--- src/hdl/upsmon_pkg.sv ---
`default_nettype none

package upsmon_pkg;

	// Field and state widths fixed by the line interface.
	localparam int GRACE_W = 15;
	localparam int FAIL_W  = 16;
	localparam int SECS_W  = 17;
	localparam int COUNT_W = 3;

	// Grace period after reset, in two-second ticks.
	localparam logic [GRACE_W-1:0] GRACE_RESET = 15'd120;

endpackage

`default_nettype wire

--- src/hdl/ups_power_fail_monitor.sv ---
`default_nettype none

// UPS power-fail monitor. Each input beat is one sample of the mains-fail and
// battery-ok lines and produces exactly one result beat in the next cycle. A
// status change must be seen on CONFIRM_SAMPLES consecutive samples before it
// is acted on; until then the result flags held_sample and the host should
// resample after one second. Mains failure with a low battery demands
// shutdown at once; mains failure alone counts two-second ticks against
// grace_ticks, warning on the first tick and every REPORT_INTERVAL-th, and
// demands shutdown when the grace is used up. The shutdown flag stays set
// until reset. The block takes one sample per clock: all work is a single
// combinational pass from the state registers to the result register, and a new sample
// is taken whenever the result register is empty or being read in the same cycle. The user
// writes grace_ticks on the cfg channel while idle; the block does not enforce it.
module ups_power_fail_monitor #(
	parameter int CONFIRM_SAMPLES = 4,
	parameter int REPORT_INTERVAL = 30
) (
	input  wire logic                                clk,
	input  wire logic                                arst_n,
	// Configuration write channel.
	input  wire logic                                cfg_valid,
	output logic                                     cfg_ready,
	input  wire logic [upsmon_pkg::GRACE_W-1:0]      grace_ticks,
	// Sample channel.
	input  wire logic                                in_valid,
	output logic                                     in_ready,
	input  wire logic                                mains_fail,
	input  wire logic                                battery_ok,
	// Result channel.
	output logic                                     out_valid,
	input  wire logic                                out_ready,
	output logic                                     held_sample,
	output logic                                     power_ok,
	output logic                                     fail_warning,
	output logic signed [upsmon_pkg::SECS_W-1:0]     seconds_left,
	output logic                                     power_restored,
	output logic                                     shutdown
);

	localparam int REP_W = (REPORT_INTERVAL > 1) ? $clog2(REPORT_INTERVAL) : 1;
	localparam logic [REP_W-1:0] REP_LAST = REP_W'(REPORT_INTERVAL - 1);
	localparam logic [upsmon_pkg::COUNT_W-1:0] CONFIRM =
		upsmon_pkg::COUNT_W'(CONFIRM_SAMPLES);

	// State registers.
	logic [upsmon_pkg::GRACE_W-1:0] grace_q;
	logic                           last_pwr_q;
	logic                           last_bat_q;
	logic [upsmon_pkg::COUNT_W-1:0] change_count_q;
	logic [upsmon_pkg::FAIL_W-1:0]  fail_ticks_q;
	logic [REP_W-1:0]               rep_phase_q;
	logic                           shutdown_q;

	// Result register.
	logic                           out_valid_q;
	logic                           held_q;
	logic                           power_ok_q;
	logic                           warn_q;
	logic [upsmon_pkg::SECS_W-1:0]  secs_q;
	logic                           restored_q;
	logic                           shutdown_out_q;

	// Next-state and result values for the current sample.
	logic                           pwr;
	logic                           changed;
	logic                           held;
	logic [upsmon_pkg::COUNT_W-1:0] count_inc;
	logic [upsmon_pkg::COUNT_W-1:0] count_nxt;
	logic [upsmon_pkg::FAIL_W-1:0]  fail_nxt;
	logic [REP_W-1:0]               rep_nxt;
	logic                           sd_nxt;
	logic                           warn;
	logic                           restored;
	logic [upsmon_pkg::FAIL_W-1:0]  diff;
	logic [upsmon_pkg::SECS_W-1:0]  secs;
	logic                           in_beat;

	assign cfg_ready = 1'b1;
	assign in_ready  = !out_valid_q || out_ready;
	assign in_beat   = in_valid && in_ready;

	// Debounce and countdown decision for one sample.
	always_comb begin
		pwr       = !mains_fail;
		changed   = (pwr != last_pwr_q) || (battery_ok != last_bat_q);
		count_inc = change_count_q + 1'b1;
		held      = changed && (count_inc < CONFIRM);
		count_nxt = held ? count_inc : '0;
		fail_nxt  = fail_ticks_q;
		rep_nxt   = rep_phase_q;
		sd_nxt    = shutdown_q;
		warn      = 1'b0;
		restored  = 1'b0;
		secs      = '0;
		diff      = {1'b0, grace_q} - fail_ticks_q;
		if (!held) begin
			if (!pwr && !battery_ok) begin
				sd_nxt = 1'b1;
			end else if (!pwr) begin
				if (fail_ticks_q == '0 || rep_phase_q == '0) begin
					warn = 1'b1;
					secs = {diff, 1'b0};
				end
				if (fail_ticks_q > {1'b0, grace_q}) begin
					sd_nxt = 1'b1;
				end else begin
					fail_nxt = fail_ticks_q + 1'b1;
					rep_nxt  = (rep_phase_q == REP_LAST) ? '0 : rep_phase_q + 1'b1;
				end
			end else if (fail_ticks_q != '0) begin
				restored = 1'b1;
				fail_nxt = '0;
				rep_nxt  = '0;
			end
		end
	end

	// Configuration register.
	always_ff @(posedge clk or negedge arst_n) begin
		if (!arst_n) begin
			grace_q <= upsmon_pkg::GRACE_RESET;
		end else if (cfg_valid && cfg_ready) begin
			grace_q <= grace_ticks;
		end
	end

	// Monitor state, updated once per accepted sample.
	always_ff @(posedge clk or negedge arst_n) begin
		if (!arst_n) begin
			last_pwr_q     <= 1'b1;
			last_bat_q     <= 1'b1;
			change_count_q <= '0;
			fail_ticks_q   <= '0;
			rep_phase_q    <= '0;
			shutdown_q     <= 1'b0;
		end else if (in_beat) begin
			change_count_q <= count_nxt;
			if (!held) begin
				last_pwr_q   <= pwr;
				last_bat_q   <= battery_ok;
				fail_ticks_q <= fail_nxt;
				rep_phase_q  <= rep_nxt;
				shutdown_q   <= sd_nxt;
			end
		end
	end

	// Result valid flag.
	always_ff @(posedge clk or negedge arst_n) begin
		if (!arst_n) begin
			out_valid_q <= 1'b0;
		end else if (in_beat) begin
			out_valid_q <= 1'b1;
		end else if (out_ready) begin
			out_valid_q <= 1'b0;
		end
	end

	// Result payload.
	always_ff @(posedge clk) begin
		if (in_beat) begin
			held_q         <= held;
			power_ok_q     <= held ? last_pwr_q : pwr;
			warn_q         <= warn;
			secs_q         <= secs;
			restored_q     <= restored;
			shutdown_out_q <= held ? shutdown_q : sd_nxt;
		end
	end

	assign out_valid      = out_valid_q;
	assign held_sample    = held_q;
	assign power_ok       = power_ok_q;
	assign fail_warning   = warn_q;
	assign seconds_left   = secs_q;
	assign power_restored = restored_q;
	assign shutdown       = shutdown_out_q;

endmodule

`default_nettype wire

--- config.mk ---
export PLATFORM = sky130hd
export DESIGN_NAME = ups_power_fail_monitor
export DESIGN_NICKNAME = d
export VERILOG_FILES = /design/src/hdl/upsmon_pkg.sv /design/src/hdl/ups_power_fail_monitor.sv
export SDC_FILE = /design/constraint.sdc
export NUM_CORES = 1
export LEC_CHECK = 0
export BUFFER_PORTS_ARGS = -buffer_cell sky130_fd_sc_hd__buf_2
export CAP_MARGIN = 20
export CELL_PAD_IN_SITES_DETAIL_PLACEMENT = 1
export CELL_PAD_IN_SITES_GLOBAL_PLACEMENT = 2
export CORE_MARGIN = 2
export CORE_UTILIZATION = 35
export CTS_BUF_LIST = sky130_fd_sc_hd__clkbuf_2
export DETAILED_ROUTE_END_ITERATION = 7
export PLACE_DENSITY = 0.81
export SYNTH_ARGS = -nofsm -noshare
export SYNTH_HDL_FRONTEND = slang
export SYNTH_SLANG_ARGS = --single-unit
--- constraint.sdc ---
create_clock -name clk -period 2.5 [get_ports clk]
set_clock_uncertainty 0.2 [all_clocks]
set_input_delay 0.5 -clock clk [delete_from_list [all_inputs] [get_ports clk]]
set_output_delay 0.5 -clock clk [all_outputs]
set_load 0.03 [all_outputs]
==> results of run 1 <==
-- per-stage QoR --
step	TNS, ps	utilization, %
after floorplan	-9.00	-
after global placement	-147	42.6
after detailed placement	-1750	42.6
after CTS	-255	47.4
after global routing	-3190	50.4
final	-347	50.4
-- critical path: stages, from the launching register on --
cell and delay, ps:
dfrtp_1 370, inv_1 50, ha_2 190, fa_2 340
nand2b_4 160, a211oi_4 250, o311a_4 230, o211ai_4 110
buf_6 180, o31ai_4 260, o41ai_2 110
-- state kept, by name, summed over array words and instances (netlist names) --
| signal | count |
|---|---|
| held_sample | 1 |
| power_ok | 1 |
| last_bat_q | 1 |
| last_pwr_q | 1 |
| change_count_q | 3 |
| power_restored | 1 |
| shutdown_q | 1 |
| fail_ticks_q | 16 |
| seconds_left | 16 |
| grace_q | 15 |
| rep_phase_q | 5 |
| fail_warning | 1 |
| shutdown | 1 |
| out_valid | 1 |
-- timing repair --
action	CTS	global route
endpoints found under the hold margin	33	0
pin swaps	9	10
gates resized for setup	29	51
setup buffers	8	6
hold buffers	17	0
endpoints found under the setup margin	23	30
cloned	1	0
-- how the worst max path moves through the flow --
| stage | start | endpoint | slack [ps] | cells after the start |
|---|---|---|---|---|
| 2_1_floorplan | fail_ticks_q[0] | fail_ticks_q[12] | -9 | 9 |
| 3_3_place_gp | fail_ticks_q[1] | seconds_left[16] | -30 | 8 |
| 3_5_place_dp | fail_ticks_q[0] | fail_ticks_q[4] | -140 | 9 |
| 4_1_cts | fail_ticks_q[0] | fail_ticks_q[2] | -50 | 9 |
| 5_1_grt | grace_q[0] | fail_ticks_q[14] | -240 | 9 |
| 6_report | grace_q[0] | fail_ticks_q[12] | -50 | 10 |
-- power by group --
group	total [uW]	switching (uW)	internal [uW]
sequential	1400	123	1280
clock	541	412	129
combinational	1900	1070	829
-- placed cells by master (no fill, tap or decap), types with 5 or more instances in the layout --
cell type,instances
buf_4,50
buf_2,44
dfrtp_1,37
nor2_1,24
inv_1,23
edfxtp_1,21
nand2_1,19
dlygate4sd3_1,17
mux2_2,14
nand3_1,14
ha_1,14
o21ai_0,12
o31ai_1,11
clkbuf_2,11
and2_1,9
nand2b_1,8
nor2b_1,8
o31ai_4,8
xnor2_1,7
o31ai_2,7
xor2_1,6
nand4_1,6
o21ai_1,6
dfstp_2,6
a21oi_2,5
o41ai_2,5
ha_4,5
buf_6,5
-- area by class of cell --
type	count	area share [%]
tap	136	3.25
sequential	64	32.8
clock inverter	5	0.454
inverter	25	1.79
timing repair buffer	118	16.4
multi-input combinational	262	44.3
clock buffer	11	1.05
-- routing by layer --
layer,up-vias,share of wire [%]
li1,1574,-
met1,1684,43
met2,49,53
met3,23,2.3
met4,0,2.5
met5,-,0
-- cells by family after synthesis --
family / Yosys count / share of synthesized area (%)
buffers and inverters: 39 / 4.74
and+or+nand+nor: 116 / 16.3
adders and majority gates: 22 / 7.54
DFF: 64 / 45.7
xor gates and xnor gates: 13 / 3.04
other: 2 / 0.200
AOI/OAI and AO/OA: 93 / 17.7
muxes: 16 / 4.74
==> results.py, run 1 <==
metrics = {
    "outcome": {
        "status": "complete, but fails checks",
        "violations": "negative setup slack",
    },
    "detailed_routing": {
        "wirelength_um": 11700,
        "vias": 3330,
        "wl_per_cell_um": 18.9,
        "routed_via_density": 5.36,
        "ant_nets": 0,
        "first_pass_iters": 4,
        "drt-initial-drc-count": 143,
        "drc_errors": 0,
    },
    "placement": {
        "placed_cell_area_um2": 4420,
        "numPortBuffers": 44,
        "dp.cells": 573,
        "gp_congestion": 0.811,
        "hpwlAfterDp_um": 7810,
        "pre_cts_ws_ps": -143,
    },
    "layout": {
        "nets": 524,
        "n_antenna_cell": 0,
        "seqCellArea_um2": 1710,
        "layoutNonFillerInstCount": 621,
        "design_area_um2": 5230,
        "drive_gt1_share_pct": 40.8,
        "area_growth_pct": 39.5,
        "multi_input_area_um2": 2320,
        "fillers": 1142,
    },
    "logic_synthesis": {
        "synth_edf_count": 21,
        "synth_nets": 409,
        "syn_avg_cell_area_um2": 10.3,
        "synth_top_area_cell": "dfrtp_1",
        "yosysUniqueCellTypes": 62,
        "netlist_top_cells_area": "dfrtp_1 (25%), edfxtp_1 (17%), ha_1 (7.0%)",
        "synth_top_area_share_pct": 24.7,
        "synthArstFlopShare_pct": 67.2,
        "ys_seq_area_share_pct": 45.7,
        "synth_area_um2": 3750,
        "yosys_warnings": 0,
        "synth.most_common_cell": "dfrtp_1",
        "synthTopCellsByCount": "dfrtp_1 (37), nor2_1 (26), o31ai_1 (26)",
        "ys_ff_latch": 64,
        "synth_flop_cell": "dfrtp_1",
        "syn_inst": 365,
    },
    "power": {
        "peakVddDrop_uv": 230,
        "total_power_uw": 3840,
        "p_leak_uw": 0.00213,
        "power.density_nw_per_um2": 735,
    },
    "cts": {
        "cts_tree": "built",
        "cts.sinks": 64,
        "clock_path_buffers": 2,
        "clk_pin_slew_ps": 210,
        "htreeDepth": 3,
        "clock_latency_ps": 550,
        "cts_buffers": 9,
        "root_buffer": "clkbuf_2",
    },
    "timing": {
        "fin_hold_ws_ps": 73.9,
        "hold_viol": 0,
        "rsz0062_at_grt": "true",
        "finalCriticalPeriod_ps": 2550,
        "slew-limit-headroom_pct": 63.6,
        "layout_worst_path_cycle_share_pct": 102,
        "max_freq_mhz": 392,
        "slew_violations": 0,
        "finalSetupViolations": 14,
        "fin_ws_ps": -50.9,
        "worst_slew_pin_slew_ps": 546,
    },
    "die": {
        "rows": 37,
        "die_w_um": 108,
        "die-area_um2": 11600,
        "die_y_um": 108,
        "pin_count": 47,
        "start_util_pct": 36.2,
        "core_area_um2": 10400,
    },
    "worst_hold_path": {
        "min_path_cells": 2,
        "worstHoldEndpoint": "last_bat_q",
        "min_from": "battery_ok",
        "hold_path.class": "in2reg",
    },
    "critical_path": {
        "r2r-end": "fail_ticks_q[12]",
        "reg2reg_setup_slack_ps": -50,
        "worstSetupPathType": "reg2reg",
        "critPathCaptureType": "flip-flop",
        "crit_fanout": 8,
        "cp.arrival_ps": 2810,
        "regToRegStartpoint": "grace_q[0]",
        "reg2reg_depth": 10,
        "cp.required_ps": 2760,
        "worstSetupStartpointType": "flip-flop",
    },
    "global_route": {
        "grt_busiest_layer": "met2",
        "globalRouteMet1Util_pct": 24.2,
        "grt_use_total_pct": 20.2,
        "grt_pass1_vias": 3555,
        "use_met3_pct": 3.87,
        "grt_max_degree": 25,
        "antenna_found_initial": 0,
        "grt_util_met2_pct": 36.3,
        "grt_pass1_wl_um": 18000,
        "overflow": 0,
    },
    "flow_run": {
        "maxCapViolCount": 0,
    },
}
Power figures use the tool's default switching activity.
==> inputs of run 2 (changes only) <==
CORE_UTILIZATION = 39   (was 35)
PLACE_DENSITY = 0.86   (was 0.81)
clock period = 2.4 ns   (was 2.5 ns; I/O delays follow)
==> results.py, run 2 (same netlist as run 1, synthesis figures left out) <==
metrics = {
    "outcome": {
        "status": "complete, but fails checks",
        "violations": "negative setup slack",
    },
    "detailed_routing": {
        "routed_via_density": 5.47,
        "wl_per_cell_um": 20.4,
        "drt-initial-drc-count": 155,
        "drc_errors": 0,
        "wirelength_um": 12700,
        "ant_nets": 0,
        "first_pass_iters": 4,
        "vias": 3405,
    },
    "power": {
        "power.density_nw_per_um2": 791,
        "power.internal_uw": 2540,
        "p_sw_share_pct": 41.3,
        "total_power_uw": 4320,
        "seqPwrFrac_pct": 33.7,
        "power_frac_comb_pct": 50.7,
        "p_leak_uw": 0.00222,
        "clock_power_share_pct": 15.5,
        "p_switching_uw": 1790,
        "peakVddDrop_uv": 388,
    },
    "cts": {
        "clock_path_buffers": 2,
        "clk_pin_slew_ps": 190,
        "htreeDepth": 3,
        "cts.sinks": 64,
        "clock_latency_ps": 540,
        "cts_buffers": 9,
        "root_buffer": "clkbuf_2",
        "cts_tree": "built",
    },
    "global_route": {
        "grt_pass1_wl_um": 19200,
        "grt_max_degree": 44,
        "grt_use_total_pct": 24.4,
        "overflow": 0,
        "grt_pass1_vias": 3731,
        "antenna_found_initial": 0,
    },
    "timing": {
        "rsz0062_at_grt": "true",
        "hold_viol": 0,
        "layout_worst_path_cycle_share_pct": 110,
        "fin_ws_ps": -237,
        "setup-tns-final_ps": -4720,
        "finalSetupViolations": 30,
        "max_freq_mhz": 379,
        "finalCriticalPeriod_ps": 2640,
        "slew_violations": 0,
    },
    "die": {
        "die_w_um": 102,
        "rows": 35,
        "die-area_um2": 10400,
        "core_area_um2": 9280,
        "die_y_um": 102,
        "start_util_pct": 40.4,
        "pin_count": 47,
    },
    "layout": {
        "n_antenna_cell": 0,
        "final_cell_mix": "buf_4 (55), buf_2 (44), dfrtp_1 (37)",
        "nets": 532,
        "drive_gt1_share_pct": 43.8,
        "post-route-util_pct": 58.9,
        "fillers": 1006,
        "layoutNonFillerInstCount": 622,
        "layout_commonest_cell": "buf_4",
        "area_growth_pct": 45.7,
    },
    "placement": {
        "dp.cells": 577,
        "gp_congestion": 0.898,
        "hpwlAfterDp_um": 7620,
        "numPortBuffers": 44,
        "pre_cts_ws_ps": -211,
    },
    "critical_path": {
        "critPathCaptureType": "flip-flop",
        "worstSetupPathType": "reg2reg",
        "crit_fanout": 20,
        "worstSetupStartpointType": "flip-flop",
        "cp.required_ps": 2630,
        "cp.arrival_ps": 2860,
    },
    "worst_hold_path": {
        "hold_path.class": "in2reg",
    },
    "flow_run": {
        "maxCapViolCount": 0,
    },
}
==> run 2: cell types whose count changed in the layout (fill, tap and decap cells not counted), moves of 4 or more <==
cell     previous run  this run
buf_12              1         5
buf_4              50        55
o31ai_2             7        12
nor2_1             24        20
==> run 2: power by group through the flow <==
stage	clock network (uW)	logic [uW]	registers [uW]
final	671	2190	1460
after global placement	0	1650	1460
after CTS	689	1910	1450
after floorplan	0	933	1550
after global routing	728	2360	1480
after detailed placement	0	1720	1470
==> run 2: cell type report <==
type | instances | area [um2] | share of cell area, %
inverter | 25 | 93.8 | 1.72
clock buffer | 9 | 45.0 | 0.824
sequential | 64 | 1710 | 31.4
tap | 129 | 161 | 2.95
clock inverter | 7 | 62.6 | 1.14
multi-input combinational | 262 | 2410 | 44.2
timing repair buffer | 126 | 973 | 17.8
==> run 2: what timing repair did <==
action,in CTS,in global routing
setup buffers,5,9
hold endpoints to repair,59,0
hold buffers,17,0
cloned,0,1
setup endpoints to repair,31,34
pin swaps,16,21
gates resized for setup,46,39
==> run 2: worst paths after layout <==
path	start	end	slack, ps	cells past startpoint
setup / recovery	fail_ticks_q[0]	fail_ticks_q[6]	-240	9
hold / removal	out_ready	out_valid	40	3
setup reg to reg	fail_ticks_q[0]	fail_ticks_q[6]	-240	9
hold reg to reg	shutdown_q	shutdown_q	300	1
max in group asynchronous	arst_n	last_pwr_q	1440	3
min in group asynchronous	arst_n	grace_q[7]	240	3
==> run 2: worst max-delay path: stages, from the launching register on <==
cell	delay [ps]
dfrtp_1	470
ha_4	190
fa_2	400
nand2b_4	160
a211oi_4	240
o311a_4	220
o211ai_2	120
buf_12	200
o31ai_2	230
o41ai_2	110
==> run 2: routing by layer <==
layer | vias to the layer above | routed length (um) | track usage, %
li1 | 1586 | - | -
met5 | - | 0 | 0
met2 | 63 | 6610 | 44.0
met4 | 0 | 461 | 10.7
met3 | 37 | 322 | 3.83
met1 | 1719 | 5290 | 28.7
==> run 2: metrics by stage <==
step / cell area (um2) / hold slack [ps]
floorplan: 3840 / -15.6
global placement: 4580 / 255
detailed placement: 4580 / 260
CTS: 5170 / 9.84
global route: 5460 / 26.4
finish: 5460 / 39.7
